$ cat config.mk
export PLATFORM = sky130hd
export DESIGN_NAME = held_latch_table_core_flat
export DESIGN_NICKNAME = d
export VERILOG_FILES = /design/src/hlt_pkg.sv /design/src/hlt_in_if.sv /design/src/hlt_out_if.sv /design/src/held_latch_table_core.sv /design/src/hlt_cell.sv /design/src/flat_wrapper.sv
export SDC_FILE = /design/constraint.sdc
export NUM_CORES = 2
export LEC_CHECK = 0
export BUFFER_PORTS_ARGS = -buffer_cell sky130_fd_sc_hd__buf_2
export CORE_MARGIN = 1.5
export CORE_UTILIZATION = 28
export DETAILED_ROUTE_END_ITERATION = 12
export RECOVER_POWER = 25
export SLEW_MARGIN = 20
export SYNTH_ARGS = -nofsm -noshare
export SYNTH_HDL_FRONTEND = slang
export SYNTH_SLANG_ARGS = --single-unit
$ cat constraint.sdc
create_clock -name clk_i -period 8.3 [get_ports clk_i]
set_input_delay 1.66 -clock clk_i [delete_from_list [all_inputs] [get_ports clk_i]]
set_output_delay 1.66 -clock clk_i [all_outputs]
set_load 0.1 [all_outputs]
$ cat src/hlt_pkg.sv
// shared types and constants for the held latch table
`timescale 1ns / 1ps

package hlt_pkg;

  localparam int DEPTH_DEF    = 16;
  localparam int KEY_BITS_DEF = 32;

  localparam int OP_W   = 2;
  localparam int KEY_W  = 32;
  localparam int REF_W  = 32;
  localparam int MODE_W = 2;
  localparam int ST_W   = 3;

  localparam logic [MODE_W-1:0] MODE_NONE = '0;

  typedef enum logic [OP_W-1:0] {
    OP_PUSH   = 2'd0,
    OP_POP    = 2'd1,
    OP_FIND   = 2'd2,
    OP_UPDATE = 2'd3
  } op_e;

  typedef enum logic [ST_W-1:0] {
    ST_OK        = 3'd0,
    ST_INVALID   = 3'd1,
    ST_NOT_FOUND = 3'd2,
    ST_MISMATCH  = 3'd3,
    ST_FULL      = 3'd4
  } status_e;

  // command broadcast to every cell
  typedef struct packed {
    logic              push_en;
    logic              pop_en;
    logic              upd_en;
    logic [KEY_W-1:0]  key;
    logic [REF_W-1:0]  obj_ref;
    logic [MODE_W-1:0] new_mode;
    logic [MODE_W-1:0] exp_mode;
  } hlt_cmd_t;

  // stored entry handed to the next lower cell on removal
  typedef struct packed {
    logic [KEY_W-1:0]  key;
    logic [REF_W-1:0]  obj_ref;
    logic [MODE_W-1:0] mode;
  } hlt_entry_t;

  // search result travelling from newest toward oldest cell
  typedef struct packed {
    logic              hit;
    logic [REF_W-1:0]  f_ref;
    logic [MODE_W-1:0] f_mode;
  } hlt_find_t;

endpackage

$ cat src/hlt_in_if.sv
// request channel of the held latch table
`timescale 1ns / 1ps

interface hlt_in_if;
  import hlt_pkg::*;

  logic              valid;
  logic              ready;
  logic [OP_W-1:0]   opcode;
  logic [KEY_W-1:0]  key;
  logic              key_valid;
  logic [REF_W-1:0]  object_ref;
  logic [MODE_W-1:0] new_mode;
  logic [MODE_W-1:0] expected_mode;

  modport source (
    output valid, opcode, key, key_valid, object_ref, new_mode, expected_mode,
    input  ready
  );

  modport sink (
    input  valid, opcode, key, key_valid, object_ref, new_mode, expected_mode,
    output ready
  );
endinterface

$ cat src/hlt_out_if.sv
// result channel of the held latch table
`timescale 1ns / 1ps

interface hlt_out_if #(
  parameter int CNT_W = $clog2(hlt_pkg::DEPTH_DEF + 1)
);
  import hlt_pkg::*;

  logic              valid;
  logic              ready;
  logic [ST_W-1:0]   status;
  logic              hit;
  logic [REF_W-1:0]  found_ref;
  logic [MODE_W-1:0] found_mode;
  logic [CNT_W-1:0]  held_count;

  modport source (
    output valid, status, hit, found_ref, found_mode, held_count,
    input  ready
  );

  modport sink (
    input  valid, status, hit, found_ref, found_mode, held_count,
    output ready
  );
endinterface

$ cat src/held_latch_table_core.sv
// top level of the held latch table: command register, cell row, result register
`timescale 1ns / 1ps

// Held latch table. Requests arrive on in_i (push, pop, find, update mode) and
// each produces exactly one result on out_o, in request order.
// The table is a row of DEPTH cells, oldest entry in cell 0. All cells compare
// the key at once; the newest match is picked by a ripple through the row, and
// a pop moves every cell above the removed one down by one in the same cycle.
// Timing: a request is registered in the command register when it is accepted
// and then executed over the cell row, where the result lands in the output
// register. A new request is accepted only once the previous one has executed.
// Result valid rises at the edge that executes the request.
// A result waiting in the output register does not block the next request
// from being accepted; if the receiver stalls, execution of that next request
// holds (the table is not touched) until the output register frees up.
// Reset empties the table (held count zero), clears the busy flag and the
// result valid; entry contents are left as is and are never read while unoccupied.

module held_latch_table_core #(
  parameter int DEPTH    = hlt_pkg::DEPTH_DEF,
  parameter int KEY_BITS = hlt_pkg::KEY_BITS_DEF
) (
  input  logic     clk_i,
  input  logic     rst_ni,
  hlt_in_if.sink   in_i,
  hlt_out_if.source out_o
);
  import hlt_pkg::*;

  localparam int CNT_W = $clog2(DEPTH + 1);
  localparam int KW    = (KEY_BITS < KEY_W) ? KEY_BITS : KEY_W;

  // command register
  logic              busy_q;
  op_e               op_q;
  logic [KEY_W-1:0]  key_q;
  logic              kvld_q;
  logic [REF_W-1:0]  ref_q;
  logic [MODE_W-1:0] nmode_q;
  logic [MODE_W-1:0] emode_q;

  logic [CNT_W-1:0]  count_q, count_d;

  // output register
  logic              ovld_q;
  status_e           status_q, status_d;
  logic              hit_q, hit_d;
  logic [REF_W-1:0]  fref_q, fref_d;
  logic [MODE_W-1:0] fmode_q, fmode_d;
  logic [CNT_W-1:0]  held_q;

  logic     exec;
  logic     full;
  logic     push_ok;
  logic     srch_ok;
  hlt_cmd_t cmd;

  hlt_entry_t ent [DEPTH+1];
  hlt_find_t  dn  [DEPTH+1];
  logic       up  [DEPTH+1];

  assign in_i.ready = !busy_q;
  assign exec       = busy_q && (!ovld_q || out_o.ready);
  assign full       = (count_q == CNT_W'(DEPTH));
  assign push_ok    = (op_q == OP_PUSH) && kvld_q && (nmode_q != MODE_NONE) && !full;
  assign srch_ok    = (op_q != OP_PUSH) && kvld_q
                      && !((op_q == OP_UPDATE) && (nmode_q == MODE_NONE));

  assign cmd.push_en  = exec && push_ok;
  assign cmd.pop_en   = exec && srch_ok && (op_q == OP_POP);
  assign cmd.upd_en   = exec && srch_ok && (op_q == OP_UPDATE);
  assign cmd.key      = key_q;
  assign cmd.obj_ref  = ref_q;
  assign cmd.new_mode = nmode_q;
  assign cmd.exp_mode = emode_q;

  // nothing sits above the newest cell
  assign ent[DEPTH] = '0;
  assign dn[DEPTH]  = '0;
  assign up[0]      = 1'b0;

  for (genvar i = 0; i < DEPTH; i++) begin : g_cell
    hlt_cell #(
      .KW (KW)
    ) u_cell (
      .clk_i   (clk_i),
      .cmd_i   (cmd),
      .occ_i   (CNT_W'(i) < count_q),
      .tail_i  (CNT_W'(i) == count_q),
      .above_i (ent[i+1]),
      .entry_o (ent[i]),
      .dn_i    (dn[i+1]),
      .dn_o    (dn[i]),
      .up_i    (up[i]),
      .up_o    (up[i+1])
    );
  end

  always_comb begin
    status_d = ST_OK;
    hit_d    = 1'b0;
    fref_d   = '0;
    fmode_d  = '0;
    count_d  = count_q;
    if (op_q == OP_PUSH) begin
      if (!kvld_q || (nmode_q == MODE_NONE)) begin
        status_d = ST_INVALID;
      end else if (full) begin
        status_d = ST_FULL;
      end else begin
        count_d = count_q + 1'b1;
      end
    end else if (!srch_ok) begin
      status_d = ST_INVALID;
    end else if (!dn[0].hit) begin
      status_d = ST_NOT_FOUND;
    end else begin
      hit_d = 1'b1;
      case (op_q)
        OP_UPDATE: begin
          if (dn[0].f_mode != emode_q) status_d = ST_MISMATCH;
        end
        OP_POP: begin
          fref_d  = dn[0].f_ref;
          fmode_d = dn[0].f_mode;
          count_d = count_q - 1'b1;
        end
        OP_FIND: begin
          fref_d  = dn[0].f_ref;
          fmode_d = dn[0].f_mode;
        end
        default: begin
          status_d = ST_INVALID;
        end
      endcase
    end
  end

  always_ff @(posedge clk_i or negedge rst_ni) begin
    if (!rst_ni) begin
      busy_q  <= 1'b0;
      ovld_q  <= 1'b0;
      count_q <= '0;
    end else begin
      if (in_i.valid && in_i.ready) begin
        busy_q <= 1'b1;
      end else if (exec) begin
        busy_q <= 1'b0;
      end
      if (exec) begin
        ovld_q  <= 1'b1;
        count_q <= count_d;
      end else if (out_o.ready) begin
        ovld_q <= 1'b0;
      end
    end
  end

  always_ff @(posedge clk_i) begin
    if (in_i.valid && in_i.ready) begin
      op_q    <= op_e'(in_i.opcode);
      key_q   <= in_i.key;
      kvld_q  <= in_i.key_valid;
      ref_q   <= in_i.object_ref;
      nmode_q <= in_i.new_mode;
      emode_q <= in_i.expected_mode;
    end
    if (exec) begin
      status_q <= status_d;
      hit_q    <= hit_d;
      fref_q   <= fref_d;
      fmode_q  <= fmode_d;
      held_q   <= count_d;
    end
  end

  assign out_o.valid      = ovld_q;
  assign out_o.status     = status_q;
  assign out_o.hit        = hit_q;
  assign out_o.found_ref  = fref_q;
  assign out_o.found_mode = fmode_q;
  assign out_o.held_count = held_q;

  a_count_range : assert property (@(posedge clk_i) disable iff (!rst_ni)
    count_q <= CNT_W'(DEPTH))
    else $error("held count above depth");

  // the upward and downward chains must agree on whether some cell matched
  a_chain_agree : assert property (@(posedge clk_i) disable iff (!rst_ni)
    busy_q |-> (up[DEPTH] == dn[0].hit))
    else $error("match chains disagree");

  a_pop_shrinks : assert property (@(posedge clk_i) disable iff (!rst_ni)
    (cmd.pop_en && dn[0].hit) |=> (count_q == $past(count_q) - 1'b1))
    else $error("pop did not remove an entry");

  a_result_src : assert property (@(posedge clk_i) disable iff (!rst_ni)
    $rose(ovld_q) |-> $past(exec))
    else $error("result appeared without execution");

  a_full_push : assert property (@(posedge clk_i) disable iff (!rst_ni)
    (exec && full) |-> !cmd.push_en)
    else $error("push into full table");

endmodule

$ cat src/hlt_cell.sv
// one table slot: stores an entry, compares its key, shifts down on removal
`timescale 1ns / 1ps

module hlt_cell #(
  parameter int KW = hlt_pkg::KEY_BITS_DEF
) (
  input  logic                clk_i,
  input  hlt_pkg::hlt_cmd_t   cmd_i,
  input  logic                occ_i,
  input  logic                tail_i,
  input  hlt_pkg::hlt_entry_t above_i,
  output hlt_pkg::hlt_entry_t entry_o,
  input  hlt_pkg::hlt_find_t  dn_i,
  output hlt_pkg::hlt_find_t  dn_o,
  input  logic                up_i,
  output logic                up_o
);
  import hlt_pkg::*;

  logic [KW-1:0]     key_q;
  logic [REF_W-1:0]  ref_q;
  logic [MODE_W-1:0] mode_q;

  logic match;
  logic sel;
  logic shift;

  assign match = occ_i && (key_q == cmd_i.key[KW-1:0]);
  // newest match wins: nothing matched further up
  assign sel   = match && !dn_i.hit;
  // removal: this cell and everything above the chosen one moves down
  assign shift = cmd_i.pop_en && (sel || up_i);

  assign dn_o.hit    = dn_i.hit | match;
  assign dn_o.f_ref  = dn_i.f_ref | (sel ? ref_q : '0);
  assign dn_o.f_mode = dn_i.f_mode | (sel ? mode_q : '0);
  assign up_o        = up_i | sel;

  assign entry_o.key     = KEY_W'(key_q);
  assign entry_o.obj_ref = ref_q;
  assign entry_o.mode    = mode_q;

  always_ff @(posedge clk_i) begin
    if (cmd_i.push_en && tail_i) begin
      key_q  <= cmd_i.key[KW-1:0];
      ref_q  <= cmd_i.obj_ref;
      mode_q <= cmd_i.new_mode;
    end else if (shift) begin
      key_q  <= above_i.key[KW-1:0];
      ref_q  <= above_i.obj_ref;
      mode_q <= above_i.mode;
    end else if (cmd_i.upd_en && sel && (mode_q == cmd_i.exp_mode)) begin
      mode_q <= cmd_i.new_mode;
    end
  end

endmodule
$ cat src/flat_wrapper.sv
// flat-port wrapper written by rule: the top's interface ports become plain ports
module held_latch_table_core_flat import hlt_pkg::*;
#(
  parameter int DEPTH    = hlt_pkg::DEPTH_DEF,
  parameter int KEY_BITS = hlt_pkg::KEY_BITS_DEF
)
  (clk_i, rst_ni, in_i_valid, in_i_opcode, in_i_key, in_i_key_valid, in_i_object_ref, in_i_new_mode, in_i_expected_mode, in_i_ready, out_o_valid, out_o_status, out_o_hit, out_o_found_ref, out_o_found_mode, out_o_held_count, out_o_ready);
  hlt_in_if in_i_i ();
  hlt_out_if out_o_i ();
  input  logic clk_i;
  input  logic rst_ni;
  input wire logic [$bits(in_i_i.valid)-1:0] in_i_valid;
  input wire logic [$bits(in_i_i.opcode)-1:0] in_i_opcode;
  input wire logic [$bits(in_i_i.key)-1:0] in_i_key;
  input wire logic [$bits(in_i_i.key_valid)-1:0] in_i_key_valid;
  input wire logic [$bits(in_i_i.object_ref)-1:0] in_i_object_ref;
  input wire logic [$bits(in_i_i.new_mode)-1:0] in_i_new_mode;
  input wire logic [$bits(in_i_i.expected_mode)-1:0] in_i_expected_mode;
  output wire logic [$bits(in_i_i.ready)-1:0] in_i_ready;
  output wire logic [$bits(out_o_i.valid)-1:0] out_o_valid;
  output wire logic [$bits(out_o_i.status)-1:0] out_o_status;
  output wire logic [$bits(out_o_i.hit)-1:0] out_o_hit;
  output wire logic [$bits(out_o_i.found_ref)-1:0] out_o_found_ref;
  output wire logic [$bits(out_o_i.found_mode)-1:0] out_o_found_mode;
  output wire logic [$bits(out_o_i.held_count)-1:0] out_o_held_count;
  input wire logic [$bits(out_o_i.ready)-1:0] out_o_ready;
  assign in_i_i.valid = in_i_valid;
  assign in_i_i.opcode = in_i_opcode;
  assign in_i_i.key = in_i_key;
  assign in_i_i.key_valid = in_i_key_valid;
  assign in_i_i.object_ref = in_i_object_ref;
  assign in_i_i.new_mode = in_i_new_mode;
  assign in_i_i.expected_mode = in_i_expected_mode;
  assign in_i_ready = in_i_i.ready;
  assign out_o_valid = out_o_i.valid;
  assign out_o_status = out_o_i.status;
  assign out_o_hit = out_o_i.hit;
  assign out_o_found_ref = out_o_i.found_ref;
  assign out_o_found_mode = out_o_i.found_mode;
  assign out_o_held_count = out_o_i.held_count;
  assign out_o_i.ready = out_o_ready;
  held_latch_table_core #(.DEPTH(DEPTH), .KEY_BITS(KEY_BITS)) u_core (.clk_i(clk_i), .rst_ni(rst_ni), .in_i(in_i_i), .out_o(out_o_i));
endmodule
---- Word-level counts from Yosys, hierarchy flattened ----
Cells that the tools add are included.
operators by class
  add/sub/neg operators ................... 2
  multipliers ............................. 0
  divide/modulo/power cells ............... 0
  order comparisons ....................... 16
  equality and inequality tests ........... 52
  shifts and indexed selects .............. 0
  multiplexer cells ....................... 161
  bitwise logic cells ..................... 62
  reduce and logical (&&, ||, !) cells .... 186
operators with widths
  operator             number
  $mux 32              79
  $eq 32x32->1         16
  $or 32x32->32        15
  $mux 2               65
  $logic_and 1x1->1    107
  $reduce_bool 3->1    16
  $eq 4x5->1 const A   8
  $lt 4x5->1 const A   8
  $reduce_bool 2->1    20
  $eq 2x2->1           16
  $mux 5               6
  $or 2x2->2           15
  $or 1x1->1           29
  $eq 3x5->1 const A   4
  $logic_not 1->1      20
  $lt 3x5->1 const A   4
  $logic_or 1x1->1     17
  $mux 3               5
  $eq 2x5->1 const A   2
  $lt 1x5->1 const A   2
  $lt 2x5->1 const A   2
  $pmux 3 s2           1
  $add 5x1->5 const B  1
  $eq 1x5->1 const A   1
  other kinds (11)     20
storage, ports and cells
  bits in registers ....................... 1177
  latch bits .............................. 0
  bits in writable memories ............... 0
  ROM bits ................................ 0
  logic and storage cells ................. 541
  memories ................................ 0

---- Longest topological paths before layout ----
  depth after elaboration ................. 36
  depth in mapped cells ................... 16
  mapped depth without buffers ............ 12

---- Hierarchy ----
From an unflattened synthesis, not the netlist that was laid out.
second synthesis, totals
  cells, all modules ...................... 4178
  area total of the unflattened synthesis .. 61347.6 µm²
by module, submodules not included
  module                 instances  cells an instance  area an instance (µm²)  seq. area each (µm²)
  hlt_cell               16         242                3535.9                  1981.9
  held_latch_table_core  1          306                4773.3                  3598.5

---- Worst setup path after synthesis ----
No wires, ideal clock.
  path kind ............................... reg-to-reg
  start ................................... reg u_core.key_q[13]
  end ..................................... reg u_core.g_cell[7].u_cell.key_q[0], enable pin
  data arrival time ....................... 6934 ps
  path slack .............................. 789 ps
  cell stages (with the launch flop) ...... 12
  clock period less this slack ............ 7511 ps
  cell sequence ........................... edfxtp_1 buf_6 xor2_1 nor4_1 nand3_1 a2111oi_0 or4_1 clkbuf_1 nor2_1 nand2_1 a21oi_1 o21ai_0
between the ends
  word-level cells in the longest chain between the ends .. 27
  elaborated cells on any way between the ends .. 71
  classes of those cells .................. 16 x eq/ne; 20 x bitwise; 35 x reduce/logical
RTL lines
  what                                  RTL line                      text
  from (decl)                           held_latch_table_core.sv:36   logic [KEY_W-1:0] key_q;
  from (signal assigned)                held_latch_table_core.sv:162  key_q <= in_i.key;
  $eq 32x32->1                          hlt_cell.sv:28                assign match = occ_i && (key_q == cmd_i.key[KW-1:0]);
  $logic_and 1x1->1                     hlt_cell.sv:28
  $or 1x1->1 (14 in series)             hlt_cell.sv:34                assign dn_o.hit = dn_i.hit | match;
  $logic_not 1->1                       hlt_cell.sv:30                assign sel = match && !dn_i.hit;
  $logic_and 1x1->1                     hlt_cell.sv:30
  $or 1x1->1 (6 in series)              hlt_cell.sv:37                assign up_o = up_i | sel;
  $logic_or 1x1->1 *                    hlt_cell.sv:32                assign shift = cmd_i.pop_en && (sel || up_i);
  $logic_and 1x1->1 *                   hlt_cell.sv:32
  $reduce_bool 2->1 (no source line) *  n/a
  to (signal assigned)                  hlt_cell.sv:45                key_q <= cmd_i.key[KW-1:0];
  to (signal assigned)                  hlt_cell.sv:49                key_q <= above_i.key[KW-1:0];
  to (decl)                             hlt_cell.sv:20                logic [KW-1:0] key_q;
Mark *: on every way between the ends. The rest lies on a longest branch, timed or not.
A chain may end at the register's enable or synchronous reset.

---- Final worst setup path ----
  start ................................... in out_o_ready
  end ..................................... reg u_core.g_cell[10].u_cell.key_q[4] (data pin)
between the ends
  word-level cells in the longest chain between the ends .. 5
RTL lines
  what                  RTL line                     text
  from (decl)           flat_wrapper.sv:26           input wire logic [$bits(out_o_i.ready)-1:0] out_o_ready;
  $logic_or 1x1->1      held_latch_table_core.sv:63  assign exec = busy_q && (!ovld_q || out_o.ready);
  $logic_and 1x1->1     held_latch_table_core.sv:63
  $logic_and 1x1->1     held_latch_table_core.sv:69  assign cmd.push_en = exec && push_ok;
  $logic_and 1x1->1     hlt_cell.sv:44               if (cmd_i.push_en && tail_i) begin
  $mux 32               hlt_cell.sv:44
  to (signal assigned)  hlt_cell.sv:45
  to (signal assigned)  hlt_cell.sv:49
  to (decl)             hlt_cell.sv:20
Every way passes these cells.

==> flow_metrics.py <==
metrics = {
    "run_status": {
        "status": "complete, but fails checks",
        "violations": "capacitance limit, slew limit",
    },
    "clock_tree": {
        "cts_made_buffers": 120,
        "postCtsHoldBufs": 0,
        "htreeDepth": 3,
        "cts-resized-gates": 0,
        "cts_root_buf": "clkbuf_16",
        "cts_max_path_buffers": 3,
        "cts_tree": "done",
        "cts_setup_buffers": 0,
        "clk_latency_ps": 760,
        "clock_sinks": 1177,
        "cts.clk_slew.worst_paths_ps": 60,
    },
    "power_and_ir_drop": {
        "vdd_drop_max_v": 0.000209,
        "powerDensity_nw_per_um2": 214,
        "power_mw": 14.1,
        "p_leak_nw": 21.4,
    },
    "placement": {
        "placed_area_um2": 62400,
        "port_buffers": 119,
        "dpl.hpwl_um": 117000,
        "place_ws_ps": 2140,
        "place.gp.congestion": 0.884,
    },
    "sta": {
        "finalCritPeriodShare_pct": 80.0,
        "timing.final.ws_setup_ps": 1660,
        "finalHoldViolCount": 0,
        "fin_crit_ps": 6640,
        "slew_viol_final": 368,
        "max_freq_mhz": 151,
        "final.setup.tns_ps": 0,
        "setup_viol": 0,
        "maxSlewHeadroom_pct": -197,
        "rsz0062_at_grt": "false",
        "worst_pin_slew_ps": 4450,
        "worst_clock_skew_ps": 29.1,
    },
    "critical_path": {
        "crit_start": "out_o_ready",
        "crit_slowest_cell": "clkbuf_1",
        "worstPathRequired_ps": 8780,
        "path_class": "in -> reg",
        "cp.arrival_ps": 7120,
        "cpPeakStageDelay_ps": 3030,
        "reg2regPathDepth": 9,
        "r2r_end": "u_core.g_cell[13].u_cell.key_q[13]",
        "rrSetupSlack_ps": 1780,
        "cp_max_fo": 65,
        "timing.critical_path.buf_inv": 2,
        "worstPathCellList": "buf_2 -> nand2b_1 -> and2_0 -> and4_1 -> nand2_4 -> clkbuf_1 -> mux2_2",
        "critPathTopFamily": "buffers and inverters",
        "cp-endpoint": "u_core.g_cell[10].u_cell.key_q[4]",
        "crit_path_start_kind": "primary input",
        "r2r-start": "u_core.nmode_q[0]",
        "path_depth": 7,
        "end_kind": "flip-flop",
    },
    "routing": {
        "final_antenna_net_count": 0,
        "drc": 0,
        "firstDrtPassIters": 9,
        "num_vias": 35900,
        "wirelength_um": 174000,
        "via_per_inst": 5.00,
        "wl_per_cell_um": 24.3,
        "drtIter0Drc": 3851,
    },
    "cells_and_area": {
        "design_area_um2": 65800,
        "nFillCells": 20900,
        "syn2layout_area_growth_pct": 11.7,
        "final_cell_mix": "edfxtp_1 (1170), mux2_2 (817), nand2_1 (491), xnor2_1 (306), xor2_1 (237)",
        "utilization_pct": 31.4,
        "nets": 4365,
        "final_common_cell": "edfxtp_1",
        "drive_gt1_share_pct": 26.6,
    },
    "logic_synthesis": {
        "synth_area_um2": 58900,
        "synth-seq-cells": 1177,
        "ys_seq_area_share_pct": 59.9,
        "yosysUniqueCellTypes": 70,
        "synthCells": 4324,
        "ys.warnings.count": 0,
        "synth_flop_cell": "edfxtp_1",
        "synth-edff-count": 1170,
        "synth_nets": 4408,
        "synthArstFlopShare_pct": 0.595,
        "synth_area_per_cell_um2": 13.6,
    },
    "die": {
        "die_h_um": 462,
        "coreArea_um2": 209000,
        "fp-row-count": 168,
        "io_pins": 120,
        "initial_utilization_pct": 28.1,
        "die_area_um2": 213000,
        "die_w_um": 462,
    },
    "global_routing": {
        "grt_max_degree": 72,
        "grt_pass1_vias": 36300,
        "antenna_found_initial": 6,
        "grt-ovfl-total": 0,
        "grt_pass1_wl_um": 252000,
        "grt_use_total_pct": 15.9,
    },
    "worst_hold_path": {
        "hold_class": "reg -> reg",
    },
    "run": {
        "cap_viol_max_count": 9,
    },
}
[how the worst min path moves through the flow]
stage,from,end,slack (ps),cells after the start
after CTS,u_core.out_o.valid,u_core.out_o.valid,520,2
after global placement,u_core.out_o.valid,u_core.out_o.valid,500,2
after detailed placement,u_core.out_o.valid,u_core.out_o.valid,500,2
after floorplan,u_core.busy_q,u_core.busy_q,500,2
final,u_core.out_o.valid,u_core.out_o.valid,500,2
after global routing,u_core.out_o.valid,u_core.out_o.valid,540,2
[worst register-to-register path: stages, from the launching register on]
cell,delay (ps)
edfxtp_1,1050
nor2_1,230
nor2b_1,460
and2_0,440
nand3_1,160
nor3b_1,260
buf_4,730
and2_0,1470
or2_4,820
buf_4,550
[state kept, by name (all words and copies together), names as in the netlist]
name,flops
u_core.out_o.hit,1
u_core.out_o.found_ref,32
u_core.count_q,5
u_core.out_o.status,3
u_core.out_o.found_mode,2
u_core.op_q,2
u_core.g_cell.u_cell.mode_q,32
u_core.g_cell.u_cell.ref_q,512
u_core.emode_q,2
u_core.out_o.valid,1
u_core.out_o.held_count,5
u_core.ref_q,32
u_core.key_q,32
u_core.nmode_q,2
u_core.g_cell.u_cell.key_q,512
u_core.kvld_q,1
u_core.busy_q,1
[synth_stat cells, types with 47 or more instances]
library cell / count / area share (%)
and3_1: 74 / 0.79
nor4_1: 62 / 0.66
o21ai_0: 85 / 0.72
a222oi_1: 64 / 1.1
nand4_1: 126 / 1.3
inv_1: 47 / 0.30
nand3_1: 66 / 0.56
mux2_2: 818 / 16
xor2_1: 237 / 3.5
a22oi_1: 65 / 0.83
xnor2_1: 306 / 4.5
clkbuf_1: 269 / 1.7
nand2_1: 510 / 3.2
buf_2: 62 / 0.53
edfxtp_1: 1170 / 60
[routing by layer]
layer  wire length [µm]  GRT usage, %  up-vias
met2              85700          27.4     1322
met1              71000          20.0    18200
li1                   -             -    16100
met3               9610          1.75      302
met5                116         0.339        -
met4               7990          7.39        4
[report_power, final]
part           switching (mW)  leakage [nW]  internal, mW
Sequential              0.351          10.3          6.67
Combinational            1.42          9.29         0.420
Clock                    2.37          1.79          2.85
[cell families (layout without fill, tap and decap cells)]
logic type / after synthesis / count (layout) / synth area share [%]
AND/OR/NAND/NOR: 961 / 961 / 7.82
XOR/XNOR: 546 / 546 / 8.15
multiplexers: 858 / 858 / 16.3
buffers and inverters: 426 / 480 / 3.25
other: 0 / 2 / 0
adder cells (fa/ha/maj): 9 / 9 / 0.191
AO/OA/AOI/OAI: 347 / 347 / 4.34
flip-flops: 1177 / 1177 / 59.9
[through the flow]
stage,instances,hold slack [ps]
final,7185,505
after detailed placement,6964,497
after CTS,7183,516
after floorplan,4324,498
after global routing,7184,539
after global placement,6964,495
[layout make-up]
class	instances	area, µm²	share of cell area (%)
Antenna cell	2	5.00	0.00760
Inverter	48	180	0.274
Clock inverter	66	475	0.722
Tap cell	2805	3510	5.33
Clock buffer	153	3160	4.80
Sequential cell	1177	35300	53.7
Timing Repair Buffer	213	1200	1.82
Multi-Input combinational cell	2721	22000	33.4
No activity file was read; power rests on OpenSTA's default activity.
